File: src/rtl/gtoe_pkg.sv
// Shared constants, register codes and controller/datapath interface types
// for the graph traversal order engine. No dependencies.
package gtoe_pkg;

    localparam int DEF_MAX_VERTICES = 64;

    // Fixed field widths
    localparam int VERTEX_W   = 6;
    localparam int EDGE_W     = 64;
    localparam int VCOUNT_W   = 7;
    localparam int APB_ADDR_W = 3;
    localparam int APB_DATA_W = 32;

    // Register index (paddr[2])
    localparam logic REG_VERTEX_COUNT = 1'b0;
    localparam logic REG_ORDER_MODE   = 1'b1;

    // Traversal order
    localparam logic MODE_BFS = 1'b0;
    localparam logic MODE_DFS = 1'b1;

    localparam logic [VCOUNT_W-1:0] VCOUNT_RESET = 7'd64;

    // Controller -> datapath commands (at most one step command per cycle)
    typedef struct packed {
        logic load_row;     // store incoming adjacency row
        logic begin_trav;   // clear visited flags, pointers, counters
        logic root_skip;    // root already visited, advance
        logic root_bfs;     // mark root, push into fifo, advance
        logic root_dfs;     // mark root, emit it, open stack, advance
        logic bfs_pop;      // take fifo head as current vertex, emit it
        logic bfs_scan;     // test neighbor j, push on hit, j++
        logic dfs_push;     // mark and emit neighbor j, descend into it
        logic dfs_step;     // j++
        logic dfs_pop;      // drop stack top
        logic dfs_restore;  // reload vertex/next-neighbor from stack
    } dp_cmd_t;

    // Datapath -> controller status
    typedef struct packed {
        logic root_done;
        logic root_visited;
        logic fifo_empty;
        logic scan_done;
        logic hit;
        logic depth_one;
    } dp_stat_t;

endpackage

File: src/rtl/gtoe_ctrl.sv
// Controller: one-hot state machine that sequences root selection, the
// breadth-first and depth-first walks. Depends on gtoe_pkg.
module gtoe_ctrl (
    input  logic               clk,
    input  logic               rst_n,
    input  logic               start,
    input  logic               final_row,
    input  logic               order_mode,
    input  gtoe_pkg::dp_stat_t stat,
    output logic               busy,
    output gtoe_pkg::dp_cmd_t  cmd
);

    typedef enum logic [9:0] {
        ST_IDLE        = 10'b0000000001,
        ST_ROOT        = 10'b0000000010,
        ST_BFS_POP     = 10'b0000000100,
        ST_BFS_EMIT    = 10'b0000001000,
        ST_BFS_LOAD    = 10'b0000010000,
        ST_BFS_SCAN    = 10'b0000100000,
        ST_DFS_LOAD    = 10'b0001000000,
        ST_DFS_SCAN    = 10'b0010000000,
        ST_DFS_POP     = 10'b0100000000,
        ST_DFS_RESTORE = 10'b1000000000
    } state_t;

    state_t state_reg, state_next;
    logic   accept;

    assign busy   = (state_reg != ST_IDLE);
    assign accept = start & ~busy;

    always_comb
    begin
        state_next     = state_reg;
        cmd            = '0;
        cmd.load_row   = accept;
        cmd.begin_trav = accept & final_row;

        unique case (state_reg)
            ST_IDLE:
            begin
                if (accept && final_row)
                begin
                    state_next = ST_ROOT;
                end
            end
            ST_ROOT:
            begin
                if (stat.root_done)
                begin
                    state_next = ST_IDLE;
                end
                else if (stat.root_visited)
                begin
                    cmd.root_skip = 1'b1;
                end
                else if (order_mode == gtoe_pkg::MODE_DFS)
                begin
                    cmd.root_dfs = 1'b1;
                    state_next   = ST_DFS_LOAD;
                end
                else
                begin
                    cmd.root_bfs = 1'b1;
                    state_next   = ST_BFS_POP;
                end
            end
            // fifo head read settles during this cycle
            ST_BFS_POP:
            begin
                state_next = stat.fifo_empty ? ST_ROOT : ST_BFS_EMIT;
            end
            ST_BFS_EMIT:
            begin
                cmd.bfs_pop = 1'b1;
                state_next  = ST_BFS_LOAD;
            end
            ST_BFS_LOAD:
            begin
                state_next = ST_BFS_SCAN;
            end
            ST_BFS_SCAN:
            begin
                if (stat.scan_done)
                begin
                    state_next = ST_BFS_POP;
                end
                else
                begin
                    cmd.bfs_scan = 1'b1;
                end
            end
            ST_DFS_LOAD:
            begin
                state_next = ST_DFS_SCAN;
            end
            ST_DFS_SCAN:
            begin
                if (stat.scan_done)
                begin
                    cmd.dfs_pop = 1'b1;
                    state_next  = stat.depth_one ? ST_ROOT : ST_DFS_POP;
                end
                else if (stat.hit)
                begin
                    cmd.dfs_push = 1'b1;
                    state_next   = ST_DFS_LOAD;
                end
                else
                begin
                    cmd.dfs_step = 1'b1;
                end
            end
            ST_DFS_POP:
            begin
                state_next = ST_DFS_RESTORE;
            end
            ST_DFS_RESTORE:
            begin
                cmd.dfs_restore = 1'b1;
                state_next      = ST_DFS_LOAD;
            end
            default:
            begin
                state_next = ST_IDLE;
            end
        endcase
    end

    always_ff @(posedge clk or negedge rst_n)
    begin
        if (!rst_n)
        begin
            state_reg <= ST_IDLE;
        end
        else
        begin
            state_reg <= state_next;
        end
    end

endmodule

File: config.mk
export PLATFORM = sky130hd
export DESIGN_NAME = gtoe_ctrl
export DESIGN_NICKNAME = d
export VERILOG_FILES = /design/src/rtl/gtoe_pkg.sv /design/src/rtl/gtoe_ctrl.sv
export SDC_FILE = /design/constraint.sdc
export NUM_CORES = 1
export LEC_CHECK = 0
export BUFFER_PORTS_ARGS = -buffer_cell sky130_fd_sc_hd__buf_2
export CAP_MARGIN = 20
export CORE_ASPECT_RATIO = 1.2
export CORE_MARGIN = 1
export CORE_UTILIZATION = 45
export CTS_CLUSTER_DIAMETER = 200
export DETAILED_ROUTE_END_ITERATION = 8
export PLACE_DENSITY = 0.72
export SYNTH_ARGS = -nofsm -noshare
export SYNTH_HDL_FRONTEND = slang
export SYNTH_SLANG_ARGS = --single-unit
File: constraint.sdc
create_clock -name clk -period 5.7 [get_ports clk]
set_clock_uncertainty 0.2 [all_clocks]
set_input_delay 1.14 -clock clk [delete_from_list [all_inputs] [get_ports clk]]
set_output_delay 1.14 -clock clk [all_outputs]
set_load 0.05 [all_outputs]
==> out/metrics.yaml <==
run_status:
  status: "finished, final reports clean"
placed_design:
  placed_area_um2: 900
  dp_hpwl_um: 1420
  port_buffers: 22
  gp_congestion: 0.874
global_routing:
  antenna_found_initial: 0
  grt_pass1_vias: 676
  grt_use_total: 0.224
  grt_overflow_total: 0
  grt_pass1_wl_um: 3090
  grt_max_degree: 12
clock_tree:
  cts.clk_slew.worst_paths_ps: 70
  ctsHtreeMaxLevel: 1
  post_cts_buffers: 0
  cts_resized: 0
  cts_sinks: 10
  clkLatencyLatePin_ps: 270
  clockBufferDepth: 2
  cts_root_buf: "clkbuf_4"
  cts_tree: "built"
  ctsHoldBuffers: 0
  cts_buffers: 3
drt:
  dr_wl_met3_um: 69
  drc: 0
  num_vias: 791
  wl_met2_um: 940
  wl_um: 1950
  dr.pass1.iters: 4
  antenna_left: 0
  wire_per_inst_um: 15.0
  via_per_inst: 6.08
  drt_iter0_markers: 29
  topRoutingLayerUsed: "met4"
  m1WireLength_um: 909
logic_synthesis:
  synth_area_leaders: "dfrtp_1, nor2_1, nor4_2, nor3_1, nor4b_1"
  ys_ff_latch: 10
  synth_top_area_cell: "dfrtp_1"
  ys_dominant_reg_cell: "dfrtp_1"
  syn_area_per_cell_um2: 8.66
  post-synth-top-count-cell: "nor2_1"
  synth-edff-count: 0
  synthCells: 93
  synth_area_um2: 806
  seq_area_frac_synth: 0.312
  netlist_top_cells_count: "nor2_1, dfrtp_1, nor3_1"
  ys_types: 42
  yosys_warnings: 0
  synth.top_cell.area_share: 0.280
  synthArstFlopShare: 1.00
  synth.net_count: 104
finish:
  final_cell_area_um2: 936
  largest_reg_flops: 10
  drive_gt1_frac: 0.330
  num_antenna_cells: 0
  syn2layout_area_growth_pct: 16.1
  finalNetCount: 124
timing:
  drv_slew: 0
  maxSlewHeadroom: 0.651
  worst_slew_pin_slew_ps: 516
  min_period_ps: 3590
  setup_violations: 0
  fin_hold_ws_ps: 443
  rsz0062_at_grt: "false"
  hold_viol_final: 0
  finalSetupTns_ps: 0
  finalCritPeriodShare: 0.631
  max_clock_freq_mhz: 278
die:
  die_height_um: 48.4
  num_rows: 16
  dieArea_mm2: 0.00196
  die_w_um: 40.6
  start_util: 0.485
  core-area_mm2: 0.00166
  num_io_pins: 23
critical_path:
  crit_family: "simple AND/OR/NAND/NOR gates"
  critPathRequiredTime_ps: 4360
  slowest_delay_ps: 620
  cp_data_arrival_time_ps: 2250
  critical-path-slowest-cell: "or4_4"
  critPathLaunchType: "flop"
  path_class: "flop to output pin"
  crit_chain: "or4_4, or3_4, nor3b_2, buf_2"
  worst_setup_path_end_kind: "output pin"
  worstPathMaxFanout: 10
  crit_buf_inv: 1
power_and_ir_drop:
  ir_worst_vdd_uv: 169
  leakagePower_nw: 0.435
  power_density_mw_per_mm2: 329
min_path:
  min_path_type: "flop to flop"
flow_run:
  cap_violations: 0
-- power breakdown --
group          internal, mW  switching [mW]  leakage [nW]
logic                0.0511          0.0971         0.279
clock network        0.0388          0.0269        0.0210
registers            0.0815          0.0127         0.135
total                 0.171           0.137         0.435
-- placed cells by master (no fill, tap or decap), types with 2 or more instances in the layout --
cell / Yosys / routed
inv_1: 4 / 4
a32oi_1: 2 / 2
nand2_1: 4 / 4
nor2_1: 10 / 10
nor4b_1: 4 / 4
a21oi_1: 3 / 3
or4_4: 2 / 2
dfrtp_1: 9 / 9
nand3_1: 3 / 3
xor2_1: 2 / 2
nor3_1: 7 / 7
and3_1: 2 / 2
nor4_2: 3 / 3
clkbuf_4: 0 / 3
buf_2: 1 / 22
nor2b_1: 3 / 3
o22ai_1: 2 / 2
o21ai_0: 3 / 3
nand2b_1: 2 / 2
-- metrics by stage --
step                      power (mW)  instances  setup WS, ps   util
after floorplan                0.210         93          1510      -
after global placement         0.238        126          2350  0.541
after detailed placement       0.241        126          2330  0.541
after CTS                      0.306        130          2110  0.563
after global routing           0.322        130          2000  0.563
final                          0.308        130          2110  0.563
-- routing by layer --
layer  global-route usage  vias up
li1                     -      385
met1                0.326      379
met2                0.315       23
met3               0.0321        4
met4                0.111        0
met5                    0        -
-- layout make-up --
cell class,count,area [µm²]
clock buffers,4,36.3
inverters,4,15.0
repair buffers,22,110
flip-flops and latches,10,251
multi-input cells,72,500
well taps,18,22.5
fillers,157,726
-- cells by family (layout without fill, tap and decap cells) --
group | after synthesis | in the layout | synth area share
AND/OR/NAND/NOR | 52 | 52 | 0.432
AO/OA/AOI/OAI | 16 | 16 | 0.141
buffers and inverters | 11 | 30 | 0.0668
flip-flops | 10 | 10 | 0.312
XOR/XNOR | 2 | 2 | 0.0217
multiplexers | 2 | 2 | 0.0264
-- final timing paths --
path / startpoint / end / slack (ps) / depth (start not counted)
max: state_reg[8]$_DFFE_PN0P_ / cmd[3] / 2110 / 4
min: state_reg[8]$_DFFE_PN0P_ / state_reg[4]$_DFFE_PN0P_ / 440 / 1
max reg2reg: state_reg[4]$_DFFE_PN0P_ / state_reg[2]$_DFFE_PN0P_ / 3690 / 4
min reg2reg: state_reg[8]$_DFFE_PN0P_ / state_reg[4]$_DFFE_PN0P_ / 440 / 1
max in group asynchronous: rst_n / state_reg[0]$_DFFE_PN1P_ / 4520 / 1
min in group asynchronous: rst_n / state_reg[3]$_DFFE_PN0P_ / 530 / 1
(Power assumes the default switching activity.)
